<file path="src/rtl/assert_macros.svh">
// Assertion macros for the echo tracker RTL.
`ifndef ASSERT_MACROS_SVH
`define ASSERT_MACROS_SVH

// Same-cycle implication, sampled on clk, off while rst_n is low.
`define ERTT_ASSERT_IMP(lbl, ante, cons, msg) \
    lbl: assert property (@(posedge clk) disable iff (!rst_n) (ante) |-> (cons)) \
        else $error(msg);

// Next-cycle implication, sampled on clk, off while rst_n is low.
`define ERTT_ASSERT_NXT(lbl, ante, cons, msg) \
    lbl: assert property (@(posedge clk) disable iff (!rst_n) (ante) |=> (cons)) \
        else $error(msg);

`endif

</file>
<file path="src/rtl/ertt_pkg.sv">
// Types, codes and constants for the echo probe RTT / timeout tracker.
`default_nettype none

package ertt_pkg;

    // Default in-flight window depth
    localparam int WINDOW_DEPTH_DEF = 16;
    // Most results one tick may produce
    localparam int MAX_RESULTS = 16;
    localparam int RES_CNT_W   = $clog2(MAX_RESULTS + 1);
    // Command queue between front and back
    localparam int QUEUE_DEPTH = 2;
    localparam int Q_AW        = $clog2(QUEUE_DEPTH);
    localparam int Q_CW        = $clog2(QUEUE_DEPTH + 1);
    // Probe RAM word: route id over send time
    localparam int RAM_W       = 64;
    // Timeout register reset value (ms)
    localparam logic [31:0] TIMEOUT_RESET = 32'd2000;

    // Input modes
    localparam logic [1:0] MODE_ISSUE    = 2'd0;
    localparam logic [1:0] MODE_RESPONSE = 2'd1;
    localparam logic [1:0] MODE_TICK     = 2'd2;
    localparam logic [1:0] MODE_PEER     = 2'd3;

    // Result kinds
    localparam logic [2:0] KIND_PING       = 3'd0;
    localparam logic [2:0] KIND_PONG       = 3'd1;
    localparam logic [2:0] KIND_SUCCESS    = 3'd2;
    localparam logic [2:0] KIND_TIMEOUT    = 3'd3;
    localparam logic [2:0] KIND_UNRESOLVED = 3'd4;
    localparam logic [2:0] KIND_OVERFLOW   = 3'd5;

    // Command classes decided by the front
    typedef enum logic [2:0] {
        OP_ISSUE,
        OP_UNRESOLVED,
        OP_RESPONSE,
        OP_TICK,
        OP_PONG
    } op_t;

    // Back sequencer states
    typedef enum logic [1:0] {
        BK_IDLE,
        BK_RESP,
        BK_SCAN,
        BK_CHECK
    } bk_state_t;

    typedef struct packed {
        logic [1:0]  mode;
        logic [31:0] route_tag;
        logic        address_resolved;
        logic [31:0] peer_host;
        logic [15:0] peer_port;
        logic [31:0] sequence_number;
        logic [31:0] now_ms;
    } in_t;

    typedef struct packed {
        logic [2:0]  kind;
        logic [31:0] route_tag_out;
        logic [31:0] sequence_out;
        logic [31:0] host_out;
        logic [15:0] port_out;
        logic [31:0] rtt_or_timeout;
        logic        last;
    } res_t;

    typedef struct packed {
        op_t         op;
        logic [31:0] route_tag;
        logic [31:0] peer_host;
        logic [15:0] peer_port;
        logic [31:0] sequence_number;
        logic [31:0] now_ms;
    } q_entry_t;

endpackage

`default_nettype wire

</file>
<file path="src/rtl/echo_rtt_timeout_tracker_core.sv">
// Top level of the echo probe round-trip time and timeout tracker.
`default_nettype none

// Echo probe tracker. An input beat is taken when start is high and busy is
// low; a two-deep command queue sits between the front, which classifies
// beats, and the back, which owns the probe window. Results appear on result
// for exactly one cycle with result_valid high and cannot be held off, so the
// receiver must take every beat. Issue, pong and unresolved items pass
// through the queue and result register; the idle back takes one per cycle.
// A matching response is answered from BK_RESP after the registered RAM
// read. A tick retires entries from the oldest on: answered ones in BK_SCAN,
// unanswered ones after a read on the single RAM port in BK_CHECK, until the
// window is empty, one has not expired or MAX_RESULTS timed out. Busy rises
// while the queue is full. Tick timeouts are held back by one result so the
// final one can carry last. The user must write timeout_ms through cfg_wr_en
// and cfg_wr_data only while the block is idle; this is not enforced.

`include "assert_macros.svh"

module echo_rtt_timeout_tracker_core
    import ertt_pkg::*;
#(
    parameter int WINDOW_DEPTH = WINDOW_DEPTH_DEF
) (
    input  wire logic        clk,
    input  wire logic        rst_n,
    input  wire logic        start,
    input  wire in_t         item,
    output logic             busy,
    input  wire logic        cfg_wr_en,
    input  wire logic [31:0] cfg_wr_data,
    output logic             result_valid,
    output res_t             result
);

    localparam int AW = $clog2(WINDOW_DEPTH);
    localparam int CW = $clog2(WINDOW_DEPTH + 1);

    logic              pop;
    logic              head_valid;
    q_entry_t          head;
    logic              ram_we;
    logic [AW-1:0]     ram_waddr;
    logic [RAM_W-1:0]  ram_wdata;
    logic [AW-1:0]     ram_raddr;
    logic [RAM_W-1:0]  ram_rdata;
    logic [CW-1:0]     in_flight;
    logic              back_idle;

    // Accept and classify
    ertt_front u_front (
        .clk        (clk),
        .rst_n      (rst_n),
        .start      (start),
        .item       (item),
        .busy       (busy),
        .pop        (pop),
        .head_valid (head_valid),
        .head       (head)
    );

    // Probe route and send time store
    ertt_ram #(
        .WIDTH (RAM_W),
        .DEPTH (WINDOW_DEPTH)
    ) u_probe_ram (
        .clk   (clk),
        .we    (ram_we),
        .waddr (ram_waddr),
        .wdata (ram_wdata),
        .raddr (ram_raddr),
        .rdata (ram_rdata)
    );

    // Window state and result generation
    ertt_back #(
        .WINDOW_DEPTH (WINDOW_DEPTH)
    ) u_back (
        .clk          (clk),
        .rst_n        (rst_n),
        .cfg_wr_en    (cfg_wr_en),
        .cfg_wr_data  (cfg_wr_data),
        .head_valid   (head_valid),
        .head         (head),
        .pop          (pop),
        .ram_we       (ram_we),
        .ram_waddr    (ram_waddr),
        .ram_wdata    (ram_wdata),
        .ram_raddr    (ram_raddr),
        .ram_rdata    (ram_rdata),
        .result_valid (result_valid),
        .result       (result),
        .in_flight    (in_flight),
        .idle         (back_idle)
    );

    // Checks
    `ERTT_ASSERT_IMP(a_inflight_bound, 1'b1, in_flight <= CW'(WINDOW_DEPTH), "window overfilled")
    `ERTT_ASSERT_NXT(a_inflight_step, 1'b1, (in_flight == $past(in_flight)) || (in_flight == $past(in_flight) + 1'b1) || (in_flight + 1'b1 == $past(in_flight)), "in-flight count jumped")
    `ERTT_ASSERT_IMP(a_last_pending, result_valid && !result.last, !back_idle, "non-last beat with tick finished")

endmodule

`default_nettype wire

</file>
<file path="src/rtl/ertt_ram.sv">
// Generic single-write, single-read RAM with registered read data.
`default_nettype none

module ertt_ram #(
    parameter int WIDTH = 64,
    parameter int DEPTH = 16
) (
    input  wire logic                     clk,
    input  wire logic                     we,
    input  wire logic [$clog2(DEPTH)-1:0] waddr,
    input  wire logic [WIDTH-1:0]         wdata,
    input  wire logic [$clog2(DEPTH)-1:0] raddr,
    output logic      [WIDTH-1:0]         rdata
);

    logic [WIDTH-1:0] mem_reg [DEPTH];
    logic [WIDTH-1:0] rdata_reg;

    always_ff @(posedge clk)
    begin
        if (we)
        begin
            mem_reg[waddr] <= wdata;
        end
        rdata_reg <= mem_reg[raddr];
    end

    assign rdata = rdata_reg;

endmodule

`default_nettype wire

</file>
<file path="src/rtl/ertt_front.sv">
// Front end: accepts input beats, classifies them and queues commands.
`default_nettype none

module ertt_front
    import ertt_pkg::*;
(
    input  wire logic     clk,
    input  wire logic     rst_n,
    input  wire logic     start,
    input  wire in_t      item,
    output logic          busy,
    input  wire logic     pop,
    output logic          head_valid,
    output q_entry_t      head
);

    q_entry_t         queue_reg [QUEUE_DEPTH];
    logic [Q_AW-1:0]  wr_ptr_reg, wr_ptr_next;
    logic [Q_AW-1:0]  rd_ptr_reg, rd_ptr_next;
    logic [Q_CW-1:0]  count_reg, count_next;
    logic             push;
    logic             do_pop;
    q_entry_t         entry;

    // Classify the incoming beat
    always_comb
    begin
        entry.route_tag       = item.route_tag;
        entry.peer_host       = item.peer_host;
        entry.peer_port       = item.peer_port;
        entry.sequence_number = item.sequence_number;
        entry.now_ms          = item.now_ms;
        case (item.mode)
            MODE_ISSUE:    entry.op = item.address_resolved ? OP_ISSUE : OP_UNRESOLVED;
            MODE_RESPONSE: entry.op = OP_RESPONSE;
            MODE_TICK:     entry.op = OP_TICK;
            MODE_PEER:     entry.op = OP_PONG;
            default:       entry.op = OP_PONG;
        endcase
    end

    assign busy       = (count_reg == Q_CW'(QUEUE_DEPTH));
    assign head_valid = (count_reg != '0);
    assign head       = queue_reg[rd_ptr_reg];
    assign push       = start && !busy;
    assign do_pop     = pop && head_valid;

    // Queue pointers and fill count
    always_comb
    begin
        wr_ptr_next = wr_ptr_reg;
        rd_ptr_next = rd_ptr_reg;
        count_next  = count_reg;
        if (push)
        begin
            wr_ptr_next = (wr_ptr_reg == Q_AW'(QUEUE_DEPTH - 1)) ? '0 : wr_ptr_reg + 1'b1;
        end
        if (do_pop)
        begin
            rd_ptr_next = (rd_ptr_reg == Q_AW'(QUEUE_DEPTH - 1)) ? '0 : rd_ptr_reg + 1'b1;
        end
        case ({push, do_pop})
            2'b10:   count_next = count_reg + 1'b1;
            2'b01:   count_next = count_reg - 1'b1;
            default: count_next = count_reg;
        endcase
    end

    always_ff @(posedge clk or negedge rst_n)
    begin
        if (!rst_n)
        begin
            wr_ptr_reg <= '0;
            rd_ptr_reg <= '0;
            count_reg  <= '0;
        end
        else
        begin
            wr_ptr_reg <= wr_ptr_next;
            rd_ptr_reg <= rd_ptr_next;
            count_reg  <= count_next;
        end
    end

    // Queue storage
    always_ff @(posedge clk)
    begin
        if (push)
        begin
            queue_reg[wr_ptr_reg] <= entry;
        end
    end

endmodule

`default_nettype wire

</file>
<file path="src/rtl/ertt_back.sv">
// Back end: probe window state, response matching and tick retirement.
`default_nettype none

module ertt_back
    import ertt_pkg::*;
#(
    parameter int WINDOW_DEPTH = WINDOW_DEPTH_DEF
) (
    input  wire logic                            clk,
    input  wire logic                            rst_n,
    input  wire logic                            cfg_wr_en,
    input  wire logic [31:0]                     cfg_wr_data,
    input  wire logic                            head_valid,
    input  wire q_entry_t                        head,
    output logic                                 pop,
    output logic                                 ram_we,
    output logic [$clog2(WINDOW_DEPTH)-1:0]      ram_waddr,
    output logic [RAM_W-1:0]                     ram_wdata,
    output logic [$clog2(WINDOW_DEPTH)-1:0]      ram_raddr,
    input  wire logic [RAM_W-1:0]                ram_rdata,
    output logic                                 result_valid,
    output res_t                                 result,
    output logic [$clog2(WINDOW_DEPTH+1)-1:0]    in_flight,
    output logic                                 idle
);

    localparam int AW = $clog2(WINDOW_DEPTH);
    localparam int CW = $clog2(WINDOW_DEPTH + 1);
    localparam logic [CW:0]   DEPTH_X = (CW+1)'(WINDOW_DEPTH);
    localparam logic [CW-1:0] FULL_C  = CW'(WINDOW_DEPTH);
    localparam logic [RES_CNT_W-1:0] MAX_C = RES_CNT_W'(MAX_RESULTS);

    bk_state_t                 state_reg, state_next;
    logic [AW-1:0]             oldest_reg, oldest_next;
    logic [CW-1:0]             inflight_reg, inflight_next;
    logic [WINDOW_DEPTH-1:0]   answered_reg, answered_next;
    logic [31:0]               next_seq_reg, next_seq_next;
    logic [RES_CNT_W-1:0]      cnt_reg, cnt_next;
    logic [31:0]               timeout_reg, timeout_next;
    logic                      res_valid_reg, res_valid_next;
    logic                      pend_valid_reg, pend_valid_next;
    res_t                      res_reg, res_next;
    res_t                      pend_reg, pend_next;
    q_entry_t                  cur_reg, cur_next;

    logic [CW:0]               tail_sum;
    logic [AW-1:0]             tail_slot;
    logic [31:0]               first_seq;
    logic [31:0]               seq_offset;
    logic                      resp_hit;
    logic [CW:0]               resp_sum;
    logic [AW-1:0]             resp_slot;
    logic [AW-1:0]             oldest_inc;
    logic [31:0]               age;
    logic                      finish;
    logic                      retire;

    // Slot arithmetic, modulo the window depth
    always_comb
    begin
        tail_sum   = {{(CW+1-AW){1'b0}}, oldest_reg} + {1'b0, inflight_reg};
        tail_slot  = (tail_sum >= DEPTH_X) ? AW'(tail_sum - DEPTH_X) : AW'(tail_sum);
        first_seq  = next_seq_reg - 32'(inflight_reg);
        seq_offset = head.sequence_number - first_seq;
        resp_hit   = (seq_offset < 32'(inflight_reg));
        resp_sum   = {{(CW+1-AW){1'b0}}, oldest_reg} + {1'b0, seq_offset[CW-1:0]};
        resp_slot  = (resp_sum >= DEPTH_X) ? AW'(resp_sum - DEPTH_X) : AW'(resp_sum);
        oldest_inc = (oldest_reg == AW'(WINDOW_DEPTH - 1)) ? '0 : oldest_reg + 1'b1;
        age        = cur_reg.now_ms - ram_rdata[31:0];
    end

    // Sequencer: next state and datapath controls
    always_comb
    begin
        state_next      = state_reg;
        oldest_next     = oldest_reg;
        inflight_next   = inflight_reg;
        answered_next   = answered_reg;
        next_seq_next   = next_seq_reg;
        cnt_next        = cnt_reg;
        timeout_next    = cfg_wr_en ? cfg_wr_data : timeout_reg;
        res_valid_next  = 1'b0;
        res_next        = res_reg;
        pend_valid_next = pend_valid_reg;
        pend_next       = pend_reg;
        cur_next        = cur_reg;
        pop             = 1'b0;
        ram_we          = 1'b0;
        ram_waddr       = tail_slot;
        ram_wdata       = {head.route_tag, head.now_ms};
        ram_raddr       = oldest_reg;
        finish          = 1'b0;
        retire          = 1'b0;

        case (state_reg)
            BK_IDLE:
            begin
                if (head_valid)
                begin
                    pop      = 1'b1;
                    cur_next = head;
                    case (head.op)
                        OP_UNRESOLVED:
                        begin
                            res_valid_next = 1'b1;
                            res_next = '{KIND_UNRESOLVED, head.route_tag, 32'd0, 32'd0,
                                         16'd0, timeout_reg, 1'b1};
                        end
                        OP_ISSUE:
                        begin
                            res_valid_next = 1'b1;
                            if (inflight_reg == FULL_C)
                            begin
                                res_next = '{KIND_OVERFLOW, head.route_tag, 32'd0, 32'd0,
                                             16'd0, timeout_reg, 1'b1};
                            end
                            else
                            begin
                                ram_we                   = 1'b1;
                                answered_next[tail_slot] = 1'b0;
                                inflight_next            = inflight_reg + 1'b1;
                                next_seq_next            = next_seq_reg + 32'd1;
                                res_next = '{KIND_PING, head.route_tag, next_seq_reg,
                                             head.peer_host, head.peer_port, timeout_reg,
                                             1'b1};
                            end
                        end
                        OP_RESPONSE:
                        begin
                            ram_raddr = resp_slot;
                            if (resp_hit && !answered_reg[resp_slot])
                            begin
                                answered_next[resp_slot] = 1'b1;
                                state_next               = BK_RESP;
                            end
                        end
                        OP_TICK:
                        begin
                            cnt_next   = '0;
                            state_next = BK_SCAN;
                        end
                        OP_PONG:
                        begin
                            res_valid_next = 1'b1;
                            res_next = '{KIND_PONG, 32'd0, head.sequence_number,
                                         head.peer_host, head.peer_port, timeout_reg, 1'b1};
                        end
                        default:
                        begin
                            state_next = BK_IDLE;
                        end
                    endcase
                end
            end

            BK_RESP:
            begin
                res_valid_next = 1'b1;
                res_next = '{KIND_SUCCESS, ram_rdata[63:32], cur_reg.sequence_number,
                             32'd0, 16'd0, cur_reg.now_ms - ram_rdata[31:0], 1'b1};
                state_next = BK_IDLE;
            end

            BK_SCAN:
            begin
                // answered entries retire without a RAM read
                if (inflight_reg == '0)
                begin
                    finish = 1'b1;
                end
                else if (answered_reg[oldest_reg])
                begin
                    retire = 1'b1;
                end
                else
                begin
                    state_next = BK_CHECK;
                end
            end

            BK_CHECK:
            begin
                if ((age < timeout_reg) || (cnt_reg == MAX_C))
                begin
                    finish = 1'b1;
                end
                else
                begin
                    // hold the newest timeout back until we know if it is the last
                    if (pend_valid_reg)
                    begin
                        res_valid_next = 1'b1;
                        res_next       = pend_reg;
                        res_next.last  = 1'b0;
                    end
                    pend_valid_next = 1'b1;
                    pend_next = '{KIND_TIMEOUT, ram_rdata[63:32], 32'd0, 32'd0, 16'd0,
                                  timeout_reg, 1'b0};
                    cnt_next   = cnt_reg + 1'b1;
                    retire     = 1'b1;
                    state_next = BK_SCAN;
                end
            end

            default:
            begin
                state_next = BK_IDLE;
            end
        endcase

        // Retire the oldest entry
        if (retire)
        begin
            answered_next[oldest_reg] = 1'b0;
            oldest_next               = oldest_inc;
            inflight_next             = inflight_reg - 1'b1;
        end

        // End of tick: flush the held result as the last beat
        if (finish)
        begin
            state_next = BK_IDLE;
            if (pend_valid_reg)
            begin
                res_valid_next  = 1'b1;
                res_next        = pend_reg;
                res_next.last   = 1'b1;
                pend_valid_next = 1'b0;
            end
        end
    end

    // Control state
    always_ff @(posedge clk or negedge rst_n)
    begin
        if (!rst_n)
        begin
            state_reg      <= BK_IDLE;
            oldest_reg     <= '0;
            inflight_reg   <= '0;
            answered_reg   <= '0;
            next_seq_reg   <= '0;
            cnt_reg        <= '0;
            timeout_reg    <= TIMEOUT_RESET;
            res_valid_reg  <= 1'b0;
            pend_valid_reg <= 1'b0;
        end
        else
        begin
            state_reg      <= state_next;
            oldest_reg     <= oldest_next;
            inflight_reg   <= inflight_next;
            answered_reg   <= answered_next;
            next_seq_reg   <= next_seq_next;
            cnt_reg        <= cnt_next;
            timeout_reg    <= timeout_next;
            res_valid_reg  <= res_valid_next;
            pend_valid_reg <= pend_valid_next;
        end
    end

    // Payload registers
    always_ff @(posedge clk)
    begin
        res_reg  <= res_next;
        pend_reg <= pend_next;
        cur_reg  <= cur_next;
    end

    assign result_valid = res_valid_reg;
    assign result       = res_reg;
    assign in_flight    = inflight_reg;
    assign idle         = (state_reg == BK_IDLE);

endmodule

`default_nettype wire

</file>
<file path="config.mk">
export PLATFORM = sky130hd
export DESIGN_NAME = echo_rtt_timeout_tracker_core
export DESIGN_NICKNAME = d
export VERILOG_FILES = /design/src/rtl/ertt_pkg.sv /design/src/rtl/echo_rtt_timeout_tracker_core.sv /design/src/rtl/ertt_ram.sv /design/src/rtl/ertt_front.sv /design/src/rtl/ertt_back.sv
export VERILOG_INCLUDE_DIRS = /design/src /design/src/rtl
export SDC_FILE = /design/constraint.sdc
export NUM_CORES = 2
export LEC_CHECK = 0
export BUFFER_PORTS_ARGS = -buffer_cell sky130_fd_sc_hd__buf_4
export CORE_MARGIN = 8
export CORE_UTILIZATION = 45
export CTS_CLUSTER_SIZE = 25
export DETAILED_ROUTE_END_ITERATION = 7
export SLEW_MARGIN = 10
export SYNTH_ARGS = -nofsm -noshare
export SYNTH_HDL_FRONTEND = slang
export SYNTH_SLANG_ARGS = --single-unit
</file>
<file path="constraint.sdc">
create_clock -name clk -period 9.6 [get_ports clk]
set_input_delay 0.96 -clock clk [delete_from_list [all_inputs] [get_ports clk]]
set_output_delay 0.96 -clock clk [all_outputs]
set_load 0.005 [all_outputs]
</file>
==> summary.md <==
The run finished with clean final reports. The maximum number of pins on one net before global-route repair came out at 182. The die is 423 um wide. The class of the tightest hold or removal check is primary input to asynchronous set/reset pin. In the post-synthesis netlist, the biggest area contributors are edfxtp_1, dfxtp_1, nand2_1, a211oi_1, dfrtp_1. The number of buffers created by CTS came out at 180.

The wire length after detailed routing was 210,000 um; the portion of the clock cycle consumed by the worst path in the final layout was 70.7%. Max-cap violations in this run came to 0. The total power density per cell area is 380 nW/um2, and the worst setup slack after layout is 2810 ps. The layout has 13,900 filler cells.

For the final routed database, the setup TNS stands at 0 ps. In the synthesized netlist, the number of instances is 5,723. Counting cells, the worst reg-to-reg path comes to 25. Summed over all cells, the static leakage comes to 29.6 nW. The worst setup path is captured at a flip-flop. Count of yosys warnings during synthesis: 0. In this run the mean area of a mapped cell was 13.0 um2. The global placement routability congestion came out at 0.907. Buffers added to address setup during post-CTS repair amount to 0. For the total clock sinks, the log shows 1,760. The master cell of the clock root buffer was clkbuf_16. At the placement stage, the worst setup path has a slack of 2910 ps. The required arrival time at the worst endpoint is 10,300 ps, and the initial detailed-routing violation count is 4,708.

In this run the cell area of the synthesized design comes to 74,400 um2. The placeable core region is 165,000 um2. In the synthesized netlist the async set-or-reset flop fraction comes to 5.80%. After synthesis, flip-flops and latches occupy 67.5% of the total area. The clock tree synthesis step divided the H-tree into 4 levels. For the relative slew slack, the log shows 20.9%. The most used flip-flop cell after synthesis is edfxtp_1. The detailed-routing iteration count for the pre-antenna-repair pass was 6. The remaining design rule violation count is 0.

The synthesized design spends more area on one cell type than any other, namely edfxtp_1. The tools report the remaining number of nets flagged by the antenna check after routing as 0. Dividing the detail-routed via count by the number of cells gives 5.84.

The run gives 26.2 ps as the setup skew after layout. For the net count after synthesis, the log shows 6,059. The final-report hold violation count is 0, and the area growth from synthesis to final layout is 14.1%. The run gives 0 as the count of hold buffers inserted by post-cts repair. Buffers placed on the I/O ports in this run total 332. The share of post-route cells with drive strength above 1 is 14.9%. The tools report the critical path startpoint category as a flip-flop.

Setup repair after global routing left no endpoint under its margin. Setup violations remaining at the end of the flow were counted as 0. Total count of max-transition violations in the final report: 0. The initial antenna violation count is 17, and the flip-flop count of the largest register after layout is 1,024. Most numerous cell in the Yosys netlist: edfxtp_1. The routed layout has 48,500 vias. The synthesized design contains 1,760 register bits.

The clock transition time at the flip-flop clock pins of the worst setup and hold paths was 60 ps. The clock latency reported for the late side of the worst-skew pair came out at 820 ps. The area used by multi-input combinational logic was 22,300 um2. Global routing used 22.7% of the available tracks across all layers. The highest net fanout along the worst path is 32, and the number of different library cells in the post-synthesis netlist is 106.

The fraction of synthesized cell area taken by the top area cell type was 58.4%; the number of buffers between clock root and the deepest sink was 3. The via count of the first global-routing pass is 47,200. Row generation in the floorplan step produced 149 rows. By count the netlist is led by edfxtp_1, nand2_1, a21oi_1. Total power for the finished layout comes to 32.3 mW.

Final hold analysis gives a worst-case slack of 180 ps. For the maximum clock frequency, the log shows 147 MHz. Kind of critical path: flip-flop to flip-flop.

At the pin with the least slew margin, the transition time is 1190 ps. After detailed routing, the average wire length per cell comes to 25.3 um. The sequential cells in the finished layout cover a total of 50,200 um2. The die area is 179,000 um2.

Once the floorplan was initialized, standard cells occupied 45.2% of the core. 333 I/O pins were placed. The final critical-path required period was 6790 ps. The tools report the quantity of gates resized following cts as 0.

First-pass GRT wire length: 310,000 um. The overall die height is 423 um. The total overflow left after global routing is 0.

TritonCTS built the clock tree. Data arrives at the worst endpoint at 7490 ps. Number of synthesized flops with an enable pin: 1,446. Detailed placement finished with a half-perimeter wire length of 124,000 um.

IR analysis of the VDD net gives a maximum drop of 0.000402 V. After the last flow step, the layout net total stands at 6,278.
==> per-stage QoR <==
stage	cell area [um2]	cells	utilization (%)
3_5_place_dp	79100	7949	48.0
2_1_floorplan	74400	5723	-
4_1_cts	84800	8287	51.5
3_3_place_gp	79100	7949	48.0
5_1_grt	84800	8299	51.5
6_report	84800	8300	51.5
==> layer usage <==
metal	global-route usage, %	part of all wire [%]	vias up	wire (um)
met2	37.8	49	1526	103000
met4	9.63	4.2	0	8880
met1	30.0	42	24500	87700
li1	-	-	22100	-
met3	2.88	5.1	380	10700
met5	0	0	-	0
==> layout make-up <==
class | count | area share, %
flip-flops and latches | 1760 | 59.2
multi-input cells | 3436 | 26.3
clock buffers | 270 | 6.06
repair buffers | 417 | 3.82
well taps | 2189 | 3.23
clock inverters | 68 | 0.678
inverters | 147 | 0.650
diodes | 13 | 0.0383
==> worst max-delay path, stage by stage, from the launching register on <==
cell and delay, ps:
edfxtp_1 350, inv_1 70, ha_1 170, inv_1 60, fa_1 400, a21oi_1 200
o211ai_1 200, a21oi_1 280, o31a_1 250, o21bai_1 200, or3_1 400, a221oi_1 360
o21bai_1 120, xor2_1 220, ha_1 270, nand4_1 120, nor2_1 90, a21oi_1 150
o2111ai_1 130, nor2_1 230, a21oi_1 150, and3_1 420, nor2_4 790, buf_4 570
a221oi_1 150, o21ai_0 240
==> cells by family after synthesis <==
group	Yosys count	share of synthesized area, %
compound gates	1493	13.7
mux	179	2.82
flops	1760	67.5
buf+inv	527	2.80
fa+ha+maj	153	2.67
simple gates	1516	9.31
xor+xnor	95	1.14
==> cells in the final DEF, fill, tap and decap left out, drive strengths merged, types with 13 or more instances in the layout <==
cell type	instances
edfxtp	1446
nand2	799
buf	417
a21oi	377
a211oi	331
and2	272
clkbuf	270
nor2	227
dfxtp	212
a31oi	154
inv	151
mux2	149
o21ai	148
ha	144
a311oi	132
a221oi	97
dfrtp	96
xnor2	67
nand3	55
clkinv	55
a22oi	53
a21o	45
nor3	40
nand4	31
xor2	28
mux2i	21
and3	20
o2bb2ai	18
o21a	16
o21bai	16
nor2b	15
diode	13
nand2b	13
o22ai	13
==> worst paths after layout <==
path	startpoint	to	slack [ps]
setup / recovery	u_back.cur_reg[0]	u_back.result[118]	2810
hold / removal	rst_n	u_back.next_seq_reg[11]	180
setup reg to reg	u_back.cur_reg[0]	u_back.result[118]	2810
hold reg to reg	u_probe_ram.rdata[45]	u_back.pend_reg[126]	430
max in group asynchronous	rst_n	u_front.rd_ptr_reg	8010
min in group clk	item[43]	u_front.queue_reg[0][43]	330
==> power breakdown <==
group	leakage [nW]	total (mW)	switching [mW]	internal, mW
clock network	2.79	6.80	2.91	3.89
logic	10.6	14.2	9.47	4.77
registers	16.3	11.2	0.663	10.5
Power figures use the tool's default switching activity.
